File: config.mk
export PLATFORM = sky130hd
export DESIGN_NAME = miller_rabin_round_tester_unit
export DESIGN_NICKNAME = d
export VERILOG_FILES = /design/src/sv/mrt_pkg.sv /design/src/sv/mrt_mulmod.sv /design/src/sv/miller_rabin_round_tester_unit.sv
export SDC_FILE = /design/constraint.sdc
export NUM_CORES = 1
export LEC_CHECK = 0
export BUFFER_PORTS_ARGS = -buffer_cell sky130_fd_sc_hd__buf_4
export CORE_UTILIZATION = 58
export CTS_CLUSTER_DIAMETER = 150
export CTS_CLUSTER_SIZE = 28
export DETAILED_ROUTE_END_ITERATION = 7
export PLACE_DENSITY_LB_ADDON = 0.2
export RECOVER_POWER = 50
export REMOVE_ABC_BUFFERS = 1
export SYNTH_ARGS = -nofsm -noshare
export SYNTH_HDL_FRONTEND = slang
export SYNTH_SLANG_ARGS = --single-unit
File: constraint.sdc
create_clock -name i_clk -period 12.3 [get_ports i_clk]
set_clock_uncertainty 0.2 [all_clocks]
set_input_delay 3.075 -clock i_clk [delete_from_list [all_inputs] [get_ports i_clk]]
set_output_delay 3.075 -clock i_clk [all_outputs]
set_load 0.1 [all_outputs]
File: src/sv/mrt_pkg.sv
`default_nettype none

package mrt_pkg;

    localparam int unsigned WIDTH = 32;
    localparam int unsigned CNT_W = $clog2(WIDTH);

    typedef logic [WIDTH-1:0] t_word;
    typedef logic [CNT_W-1:0] t_cnt;

    // request to the modular multiplier: res = (a * b) mod m, a < m
    typedef struct packed {
        logic  start;
        t_word a;
        t_word b;
        t_word m;
    } t_mul_req;

    typedef struct packed {
        logic  done;
        t_word res;
    } t_mul_rsp;

endpackage

`default_nettype wire

File: src/sv/mrt_mulmod.sv
`default_nettype none

module mrt_mulmod import mrt_pkg::*; (
    input  wire logic     i_clk,
    input  wire logic     i_rst_n,
    input  wire t_mul_req i_req,
    output t_mul_rsp      o_rsp
);

    logic  r_busy;
    t_word r_acc;
    t_word r_term;
    t_word r_b;
    t_word r_m;

    // (x + y) mod m for x, y < m, never wider than a word
    function automatic t_word add_mod(t_word x, t_word y, t_word m);
        t_word room;
        room = m - y;
        if (x >= room) begin
            return x - room;
        end
        return x + y;
    endfunction

    always_ff @(posedge i_clk) begin
        if (!i_rst_n) begin
            r_busy <= 1'b0;
        end else if (i_req.start) begin
            r_busy <= 1'b1;
        end else if (r_busy && (r_b == '0)) begin
            r_busy <= 1'b0;
        end
    end

    // one multiplier bit per cycle: add the doubled term where the bit is set
    always_ff @(posedge i_clk) begin
        if (i_req.start) begin
            r_acc  <= '0;
            r_term <= i_req.a;
            r_b    <= i_req.b;
            r_m    <= i_req.m;
        end else if (r_busy && (r_b != '0)) begin
            if (r_b[0]) begin
                r_acc <= add_mod(r_acc, r_term, r_m);
            end
            r_term <= add_mod(r_term, r_term, r_m);
            r_b    <= r_b >> 1;
        end
    end

    assign o_rsp.done = r_busy && (r_b == '0);
    assign o_rsp.res  = r_acc;

endmodule

`default_nettype wire

File: src/sv/miller_rabin_round_tester_unit.sv
`default_nettype none
// Sequence: a candidate below 2, equal to 2 or even goes straight to the verdict;
//   otherwise one add-shift modular product for the witness, a shift of the
//   exponent per trailing zero of p-1, then up to two products per exponent bit
//   and up to r-1 squarings.
// Throughput: one item at a time; input stall is high from acceptance until done.
// Reset: synchronous active low; clears the sequencer and output valid, re-arms the flag.

module miller_rabin_round_tester_unit import mrt_pkg::*; (
    input  wire logic              i_clk,
    input  wire logic              i_rst_n,
    input  wire logic              i_in_valid,
    output logic                   o_in_stall,
    input  wire logic [WIDTH-1:0]  i_candidate,
    input  wire logic [WIDTH-1:0]  i_random_word,
    input  wire logic              i_last_round,
    output logic                   o_out_valid,
    input  wire logic              i_out_stall,
    output logic                   o_probable_prime
);

    typedef enum logic [3:0] {
        S_IDLE,
        S_WIT,
        S_SHIFT,
        S_EXP,
        S_MUL_ACC,
        S_MUL_SQ,
        S_CHK,
        S_SQ_LOOP,
        S_FIN
    } t_state;

    t_state   r_state, n_state;
    t_mul_req r_req, n_req;
    t_mul_rsp mul_rsp;
    t_word    r_p, n_p;
    t_word    r_pm1, n_pm1;
    t_word    r_e, n_e;
    t_word    r_x, n_x;
    t_word    r_sq, n_sq;
    t_cnt     r_r, n_r;
    logic     r_last, n_last;
    logic     r_ok, n_ok;
    logic     r_still, n_still;
    logic     r_out_valid, n_out_valid;
    logic     r_out_pp, n_out_pp;
    t_word    e_next;

    mrt_mulmod u_mulmod (
        .i_clk   (i_clk),
        .i_rst_n (i_rst_n),
        .i_req   (r_req),
        .o_rsp   (mul_rsp)
    );

    assign o_in_stall       = (r_state != S_IDLE);
    assign o_out_valid      = r_out_valid;
    assign o_probable_prime = r_out_pp;
    assign e_next           = r_e >> 1;

    always_comb begin
        n_state     = r_state;
        n_req       = r_req;
        n_req.start = 1'b0;
        n_p         = r_p;
        n_pm1       = r_pm1;
        n_e         = r_e;
        n_x         = r_x;
        n_sq        = r_sq;
        n_r         = r_r;
        n_last      = r_last;
        n_ok        = r_ok;
        n_still     = r_still;
        n_out_valid = r_out_valid && i_out_stall;
        n_out_pp    = r_out_pp;

        unique case (r_state)
            S_IDLE: begin
                if (i_in_valid) begin
                    n_p    = i_candidate;
                    n_pm1  = i_candidate - t_word'(1);
                    n_e    = i_candidate - t_word'(1);
                    n_last = i_last_round;
                    n_r    = '0;
                    if (i_candidate[WIDTH-1:1] == '0) begin
                        n_ok    = 1'b0;
                        n_state = S_FIN;
                    end else if (i_candidate == t_word'(2)) begin
                        n_ok    = 1'b1;
                        n_state = S_FIN;
                    end else if (!i_candidate[0]) begin
                        n_ok    = 1'b0;
                        n_state = S_FIN;
                    end else begin
                        // witness = random mod (p-1) + 1, as the product 1 * random
                        n_req.start = 1'b1;
                        n_req.a     = t_word'(1);
                        n_req.b     = i_random_word;
                        n_req.m     = i_candidate - t_word'(1);
                        n_state     = S_WIT;
                    end
                end
            end
            S_WIT: begin
                if (mul_rsp.done) begin
                    n_sq    = mul_rsp.res + t_word'(1);
                    n_x     = t_word'(1);
                    n_state = S_SHIFT;
                end
            end
            S_SHIFT: begin
                // strip trailing zeros of p-1: e becomes d, r counts them
                if (!r_e[0]) begin
                    n_e = e_next;
                    n_r = r_r + t_cnt'(1);
                end else begin
                    n_state = S_EXP;
                end
            end
            S_EXP: begin
                if (r_e == '0) begin
                    n_state = S_CHK;
                end else if (r_e[0]) begin
                    n_req.start = 1'b1;
                    n_req.a     = r_x;
                    n_req.b     = r_sq;
                    n_req.m     = r_p;
                    n_state     = S_MUL_ACC;
                end else begin
                    // a clear bit with e nonzero always leaves higher bits
                    n_e         = e_next;
                    n_req.start = 1'b1;
                    n_req.a     = r_sq;
                    n_req.b     = r_sq;
                    n_req.m     = r_p;
                    n_state     = S_MUL_SQ;
                end
            end
            S_MUL_ACC: begin
                if (mul_rsp.done) begin
                    n_x = mul_rsp.res;
                    n_e = e_next;
                    if (e_next == '0) begin
                        n_state = S_CHK;
                    end else begin
                        n_req.start = 1'b1;
                        n_req.a     = r_sq;
                        n_req.b     = r_sq;
                        n_req.m     = r_p;
                        n_state     = S_MUL_SQ;
                    end
                end
            end
            S_MUL_SQ: begin
                if (mul_rsp.done) begin
                    n_sq    = mul_rsp.res;
                    n_state = S_EXP;
                end
            end
            S_CHK: begin
                n_r = r_r - t_cnt'(1);
                if ((r_x == t_word'(1)) || (r_x == r_pm1)) begin
                    n_ok    = 1'b1;
                    n_state = S_FIN;
                end else if (r_r == t_cnt'(1)) begin
                    n_ok    = 1'b0;
                    n_state = S_FIN;
                end else begin
                    n_req.start = 1'b1;
                    n_req.a     = r_x;
                    n_req.b     = r_x;
                    n_req.m     = r_p;
                    n_state     = S_SQ_LOOP;
                end
            end
            S_SQ_LOOP: begin
                if (mul_rsp.done) begin
                    n_x = mul_rsp.res;
                    n_r = r_r - t_cnt'(1);
                    if (mul_rsp.res == r_pm1) begin
                        n_ok    = 1'b1;
                        n_state = S_FIN;
                    end else if ((mul_rsp.res == t_word'(1)) || (r_r == t_cnt'(1))) begin
                        n_ok    = 1'b0;
                        n_state = S_FIN;
                    end else begin
                        n_req.start = 1'b1;
                        n_req.a     = mul_rsp.res;
                        n_req.b     = mul_rsp.res;
                        n_req.m     = r_p;
                    end
                end
            end
            S_FIN: begin
                if (!r_last) begin
                    n_still = r_still && r_ok;
                    n_state = S_IDLE;
                end else if (!r_out_valid || !i_out_stall) begin
                    // emit the verdict and re-arm the flag
                    n_out_valid = 1'b1;
                    n_out_pp    = r_still && r_ok;
                    n_still     = 1'b1;
                    n_state     = S_IDLE;
                end
            end
            default: begin
                n_state = S_IDLE;
            end
        endcase
    end

    always_ff @(posedge i_clk) begin
        if (!i_rst_n) begin
            r_state     <= S_IDLE;
            r_req.start <= 1'b0;
            r_still     <= 1'b1;
            r_out_valid <= 1'b0;
        end else begin
            r_state     <= n_state;
            r_req.start <= n_req.start;
            r_still     <= n_still;
            r_out_valid <= n_out_valid;
        end
        r_req.a  <= n_req.a;
        r_req.b  <= n_req.b;
        r_req.m  <= n_req.m;
        r_p      <= n_p;
        r_pm1    <= n_pm1;
        r_e      <= n_e;
        r_x      <= n_x;
        r_sq     <= n_sq;
        r_r      <= n_r;
        r_last   <= n_last;
        r_ok     <= n_ok;
        r_out_pp <= n_out_pp;
    end

    a_no_done_at_start: assert property (@(posedge i_clk) disable iff (!i_rst_n)
        r_req.start |-> !mul_rsp.done)
        else $error("multiplier reports done while a start is pending");

    a_res_below_mod: assert property (@(posedge i_clk) disable iff (!i_rst_n)
        (mul_rsp.done && (r_state != S_IDLE)) |-> (mul_rsp.res < r_req.m))
        else $error("modular product not below its modulus");

    a_shift_nonzero: assert property (@(posedge i_clk) disable iff (!i_rst_n)
        (r_state == S_SHIFT) |-> (r_e != '0))
        else $error("odd-part extraction on a zero word");

    a_rearm: assert property (@(posedge i_clk) disable iff (!i_rst_n)
        ((r_state == S_FIN) && r_last && (!r_out_valid || !i_out_stall))
            |=> (r_still && o_out_valid))
        else $error("verdict not emitted or flag not re-armed");

endmodule

`default_nettype wire
==> results by group, run 1 <==
Outcome
  • Status: finished, violations left
  • Violated checks: max-capacitance violations, max-slew violations

Detailed routing
  • Routed wire length per instance: 25.0 um
  • # DRC: 0
  • TritonRoute pass-1 iters: 6
  • Initial DRC count: 2254
  • Vias per cell: 6.64
  • Remaining antenna violation count after routing: 0
  • Via count: 19300
  • Total Wirelength: 72.5 mm

Critical path
  • CP max stage cell: clkbuf_1
  • Startpoint types: flip-flop
  • Crit path cell chain: clkbuf_1 -> clkbuf_1 -> mux2_2
  • CP max FO: 62
  • CP Class: flip-flop to flip-flop
  • Worst stage delay on the critical path: 2450 ps
  • Critical path buffers and inverters: 2
  • Critical Path AT: 7460 ps
  • Crit-path most repeated cell: clkbuf_1
  • CP endpoint kind: flip-flop
  • Worst path top cell family by delay: buffers and inverters
  • CP Data Required Time: 12390 ps

Synth
  • Count of cell types in the netlist: 99
  • EDFF count, synth: 360
  • Post-synth ARST share: 0%
  • Top_reg_cell synth: edfxtp_1
  • Yosys warns: 0
  • Yosys reg bits: 400
  • Register area share after synthesis: 46.6%
  • Cells after Synth: 2353
  • Syn Area/Cell: 10.6 um2
  • Post-synthesis cell area: 24900 um2

Worst hold path
  • HP Class: flip-flop to flip-flop

Floorplanning
  • Starting Density: 59.1%
  • Die height: 209 um
  • Die area: 43800 um2
  • I/O Pins: 72
  • # rows: 75
  • Die W: 209 um
  • Core region area: 42100 um2

Placement
  • Port Buf Inserts: 71
  • Post-place setup slack: 5170 ps
  • Routability cong.: 1.01
  • DP HPWL: 54.1 mm

Clock network
  • CTS root buffer: clkbuf_16
  • CTS resizes: 0
  • Worst skew pair latency: 590 ps
  • TritonCTS clock tree: done
  • Num CTS Buffers: 18
  • # Post-CTS Setup Buffers: 0
  • H-tree lvl count: 1
  • Maximum clock path buffer count: 3
  • Clock-pin slew on the worst setup and hold paths: 100 ps
  • Clock Sinks: 400
  • Hold_buf cts: 0

Timing
  • Period utilization: 59.9%
  • Max Freq: 136 MHz
  • RSZ-0062 raised after global routing: no
  • Worst relative slew slack: -150%
  • Slew Limit Fails: 402
  • Fin worst setup slack: 4930 ps
  • Least-Margin Pin Slew: 3750 ps
  • Min Tclk post-route: 7370 ps
  • Hold Violations, Final: 0
  • Final setup violation count: 0
  • TNS Setup: 0 ps
  • WHS: 220 ps

Flow run
  • Maximum capacitance violations: 9

Layout
  • Layout area overhead: 5.30%
  • Core Util, Final: 62.2%
  • Fillers: 3472
  • Fin nets: 2557
  • Commonest non-fill, non-tap cell in the layout: edfxtp_1
  • Most frequent cells in the layout: edfxtp_1 (360), nand2_1 (162), nor2_1 (158)
  • Layout cells sized above 1: 7.02%

GRT
  • Global route hottest layer: met2
  • Vias in the first global route: 18200
  • Global routing usage on met3: 4.36%
  • Overflow after GRT: 0
  • First-pass GRT wire length: 109 mm
  • Largest net degree at the start of global routing: 68
  • Initial antenna violation count: 1
  • Met2 Use GR: 52.2%
  • GRT Total Usage: 33.0%
  • Met1 usage: 47.4%
metrics by stage:
stage / instance area, um2 / instances
2_1_floorplan: 24400 / 2238
3_3_place_gp: 25800 / 2873
3_5_place_dp: 25800 / 2873
4_1_cts: 26400 / 2903
5_1_grt: 26200 / 2903
6_report: 26200 / 2904
cell families (layout without fill, tap and decap cells):
group / Yosys count / after routing / share of synthesized area [%]
compound gates: 608 / 608 / 17.3
fa+ha+maj: 138 / 138 / 7.02
buf+inv: 233 / 244 / 3.95
other cells: 0 / 1 / 0
flops: 400 / 400 / 46.6
mux: 72 / 72 / 3.14
xor+xnor: 230 / 230 / 8.24
simple gates: 672 / 672 / 13.7
cell type report:
class / instances / area, um2 / area share [%]
antenna: 1 / 2.50 / 0.00955
clock buffer: 28 / 488 / 1.86
clock inverter: 2 / 50.0 / 0.191
inverter: 118 / 443 / 1.69
multi-input combinational: 1720 / 12400 / 47.2
sequential: 400 / 11600 / 44.3
tap: 539 / 674 / 2.57
timing repair buffer: 96 / 563 / 2.15
final timing paths:
kind | startpoint | end | slack (ps) | cells after the start
max | r_req[96]$_SDFF_PN0_ | u_mulmod.r_b[4]$_DFFE_PP_ | 4930 | 3
min | r_req[14]$_DFFE_PP_ | u_mulmod.r_m[14]$_DFFE_PP_ | 220 | 0
max reg2reg | r_req[96]$_SDFF_PN0_ | u_mulmod.r_b[4]$_DFFE_PP_ | 4930 | 3
min reg2reg | r_req[14]$_DFFE_PP_ | u_mulmod.r_m[14]$_DFFE_PP_ | 220 | 0
state kept, by name, indices dropped and copies added, names as in the netlist:
signal,cells
o_out_valid,1
o_probable_prime,1
r_e,32
r_last,1
r_ok,1
r_p,32
r_pm1,32
r_r,5
r_req,97
r_sq,32
r_state,4
r_still,1
r_x,32
u_mulmod.r_acc,32
u_mulmod.r_b,32
u_mulmod.r_busy,1
u_mulmod.r_m,32
u_mulmod.r_term,32
synth_stat cells, drive strengths merged, types with 21 or more instances:
library cell | number | area, um2
a221o | 67 | 671
dfxtp | 40 | 801
nor2 | 159 | 599
inv | 118 | 443
nand2b | 22 | 138
o21bai | 21 | 158
a22o | 33 | 289
nand3 | 39 | 195
a211oi | 32 | 240
clkbuf | 91 | 382
mux2 | 48 | 541
nor3 | 51 | 267
a21oi | 133 | 669
o21ai | 136 | 692
nand4 | 44 | 297
o21a | 22 | 165
a21o | 47 | 354
nand2 | 162 | 608
and2 | 45 | 282
xor2 | 84 | 736
edfxtp | 360 | 10800
mux2i | 24 | 240
xnor2 | 144 | 1270
nor2b | 24 | 150
buf | 23 | 148
nor4 | 54 | 344
ha | 130 | 1630
metal layers:
layer	up-vias	share of wire, %
li1	8837	-
met4	0	3.2
met5	-	0
met1	9337	42
met3	138	9.1
met2	980	45
Power of run 1 is left out: the tool's default activity adds up to more than one toggle a clock period on the data nets, which glitch-free logic cannot reach.
==> run 2, diff against run 1 <==
--- a/config.mk
+++ b/config.mk
@@ -6,7 +6,7 @@
 export NUM_CORES = 1
 export LEC_CHECK = 0
 export BUFFER_PORTS_ARGS = -buffer_cell sky130_fd_sc_hd__buf_4
-export CORE_UTILIZATION = 58
+export CORE_UTILIZATION = 63
 export CTS_CLUSTER_DIAMETER = 150
 export CTS_CLUSTER_SIZE = 28
 export DETAILED_ROUTE_END_ITERATION = 7
==> constraint.sdc (replaced) <==
create_clock -name i_clk -period 7.6 [get_ports i_clk]
set_clock_uncertainty 0.2 [all_clocks]
set_input_delay 1.9 -clock i_clk [delete_from_list [all_inputs] [get_ports i_clk]]
set_output_delay 1.9 -clock i_clk [all_outputs]
set_load 0.1 [all_outputs]
==> results by group, run 2 (synthesis results as in run 1) <==
Outcome
  • Status: finished, violations left
  • Violated checks: max-capacitance violations, max-slew violations

Detailed routing
  • Initial DRC count: 1968 (-13%)
  • Remaining antenna violation count after routing: 0 (unchanged)
  • Total Wirelength: 72.2 mm (-0.43%)
  • # DRC: 0 (unchanged)
  • Vias per cell: 6.63 (-0.13%)
  • Routed wire length per instance: 25.0 um (+0.23%)
  • Via count: 19100 (-0.78%)
  • TritonRoute pass-1 iters: 5 (-1)

Timing
  • Final setup violation count: 0 (unchanged)
  • Hold Violations, Final: 0 (unchanged)
  • WHS: 203 ps (-16.8 ps)
  • Worst relative slew slack: -153% (-2.4 points)
  • Least-Margin Pin Slew: 3790 ps (+35.9 ps)
  • Min Tclk post-route: 6950 ps (-422 ps)
  • Period utilization: 91.4% (+31 points)
  • Slew Limit Fails: 294 (-27%)
  • RSZ-0062 raised after global routing: no
  • Max Freq: 144 MHz (+6.1%)

Clock network
  • Maximum clock path buffer count: 3 (unchanged)
  • Clock Sinks: 400 (unchanged)
  • # Post-CTS Setup Buffers: 0 (unchanged)
  • Clock-pin slew on the worst setup and hold paths: 130 ps (+30 ps)
  • Worst skew pair latency: 580 ps (about the same)
  • H-tree lvl count: 1 (unchanged)
  • CTS resizes: 0 (unchanged)
  • Num CTS Buffers: 18 (unchanged)
  • CTS root buffer: clkbuf_16
  • TritonCTS clock tree: done
  • Hold_buf cts: 0 (unchanged)

Floorplanning
  • Die area: 40300 um2 (-7.9%)
  • I/O Pins: 72 (unchanged)
  • Die height: 201 um (-4.0%)
  • Starting Density: 64.1% (+5.0 points)
  • # rows: 72 (-4.0%)
  • Core region area: 38800 um2 (-7.8%)
  • Die W: 201 um (-4.0%)

GRT
  • Initial antenna violation count: 1 (unchanged)
  • First-pass GRT wire length: 110 mm (+0.55%)
  • GRT Total Usage: 35.9% (+2.9 points)
  • Overflow after GRT: 0 (unchanged)
  • Vias in the first global route: 18500 (+1.7%)
  • Largest net degree at the start of global routing: 76 (+12%)

Critical path
  • CP max FO: 44 (-29%)
  • CP Data Required Time: 7660 ps (-4730 ps)
  • CP endpoint kind: flip-flop
  • CP Class: flip-flop to flip-flop
  • Reg2reg end: u_mulmod.r_term[5]$_DFFE_PP_
  • FF-to-FF setup slack: 650 ps (-4280 ps)
  • R2R depth: 23 (+20)
  • Startpoint types: flip-flop
  • Worst r2r src: u_mulmod.r_term[0]$_DFFE_PP_
  • Critical Path AT: 7000 ps (-460 ps)

Layout
  • Antenna Cells: 0 (-1)
  • Multi-input logic area: 12400 um2 (about the same)
  • Largest reg by FF count: r_req
  • Most frequent cells in the layout: edfxtp_1 (360), nand2_1 (162), nor2_1 (158)
  • Layout area overhead: 5.24% (about the same)
  • Commonest non-fill, non-tap cell in the layout: edfxtp_1
  • Layout cells sized above 1: 7.10% (+0.076 points)
  • Sequential cell area: 11600 um2 (unchanged)
  • Fin cells: 2885 (-0.65%)
  • Fin nets: 2558 (+0.039%)
  • Max reg flops: 97 (unchanged)
  • Fillers: 2938 (-15%)

Placement
  • Port Buf Inserts: 71 (unchanged)
  • DP Cell Count: 2853 (-0.70%)
  • DP HPWL: 54.0 mm (-0.16%)
  • Routability cong.: 1.08 (+6.8%)

Flow run
  • Maximum capacitance violations: 6 (-3)

Worst hold path
  • Hold Path Depth: 0 (unchanged)
  • Worst hold endpoint: u_mulmod.r_m[9]$_DFFE_PP_
  • Hold Path Origin: r_req[9]$_DFFE_PP_
  • HP Class: flip-flop to flip-flop
-- run 2: changes by cell type in the layout (fill, tap and decap cells not counted) --
cell       previous run  this run
clkbuf_1             52        53
nor3_2                4         3
nor3_1               46        47
diode_2               1         0
and2_2                0         1
buf_12                0         1
clkinv_8              0         1
buf_4                52        54
and2_0               15        18
clkbuf_4              2         1
and2_1               30        26
clkinv_16             1         0
-- run 2: worst max path at each step --
stage / start / endpoint / cells past startpoint
2_1_floorplan: i_candidate[14] / r_req[96]$_SDFF_PN0_ / 10
3_3_place_gp: u_mulmod.r_m[0]$_DFFE_PP_ / u_mulmod.r_term[10]$_DFFE_PP_ / 24
3_5_place_dp: u_mulmod.r_term[0]$_DFFE_PP_ / u_mulmod.r_term[10]$_DFFE_PP_ / 23
4_1_cts: u_mulmod.r_term[0]$_DFFE_PP_ / u_mulmod.r_term[10]$_DFFE_PP_ / 23
5_1_grt: u_mulmod.r_term[0]$_DFFE_PP_ / u_mulmod.r_term[1]$_DFFE_PP_ / 22
6_report: u_mulmod.r_term[0]$_DFFE_PP_ / u_mulmod.r_term[5]$_DFFE_PP_ / 23
-- run 2: layer usage --
layer  routed length [um]  share of wire [%]  vias up  GRT usage [%]
li1                     -                  -     8838              -
met1                30300                 42     9294           50.0
met2                33300                 46      876           58.0
met3                 6300                8.7      133           5.32
met4                 2300                3.2        0           11.3
met5                    0                  0        -              0
-- run 2: area by class of cell --
| type | instances | share of cell area (%) |
|---|---|---|
| Multi-Input combinational cell | 1720 | 47.2 |
| Sequential cell | 400 | 44.3 |
| Tap cell | 518 | 2.47 |
| Timing Repair Buffer | 97 | 2.24 |
| Clock buffer | 30 | 1.89 |
| Inverter | 118 | 1.69 |
| Clock inverter | 2 | 0.139 |
-- run 2: worst max-delay path: stages, from the launching register on --
cell and delay [ps]:
edfxtp_1 450, ha_1 200, inv_1 50, fa_1 430
a211oi_1 470, o21bai_1 140, a21oi_1 240, o21bai_1 100
a21oi_1 210, o21ai_0 170, xnor2_1 230, ha_1 330
and2_1 180, a221o_1 350, o41ai_1 500, a22o_1 290
maj3_1 240, o21ai_1 120, a221o_1 430, a31oi_4 570
buf_12 280, nor2_1 80, a211oi_1 230, a21oi_1 70
-- run 2: metrics by stage --
| stage | area, um2 | setup WS, ps | setup TNS, ps | util (%) |
|---|---|---|---|---|
| floorplan | 24400 | -3250 | -331560 | - |
| global placement | 25800 | 877 | 0 | 66.5 |
| detailed placement | 25800 | 812 | 0 | 66.5 |
| CTS | 26400 | 727 | 0 | 67.9 |
| global route | 26200 | 176 | 0 | 67.5 |
| finish | 26200 | 654 | 0 | 67.5 |
Power of run 2 is left out for the same reason.
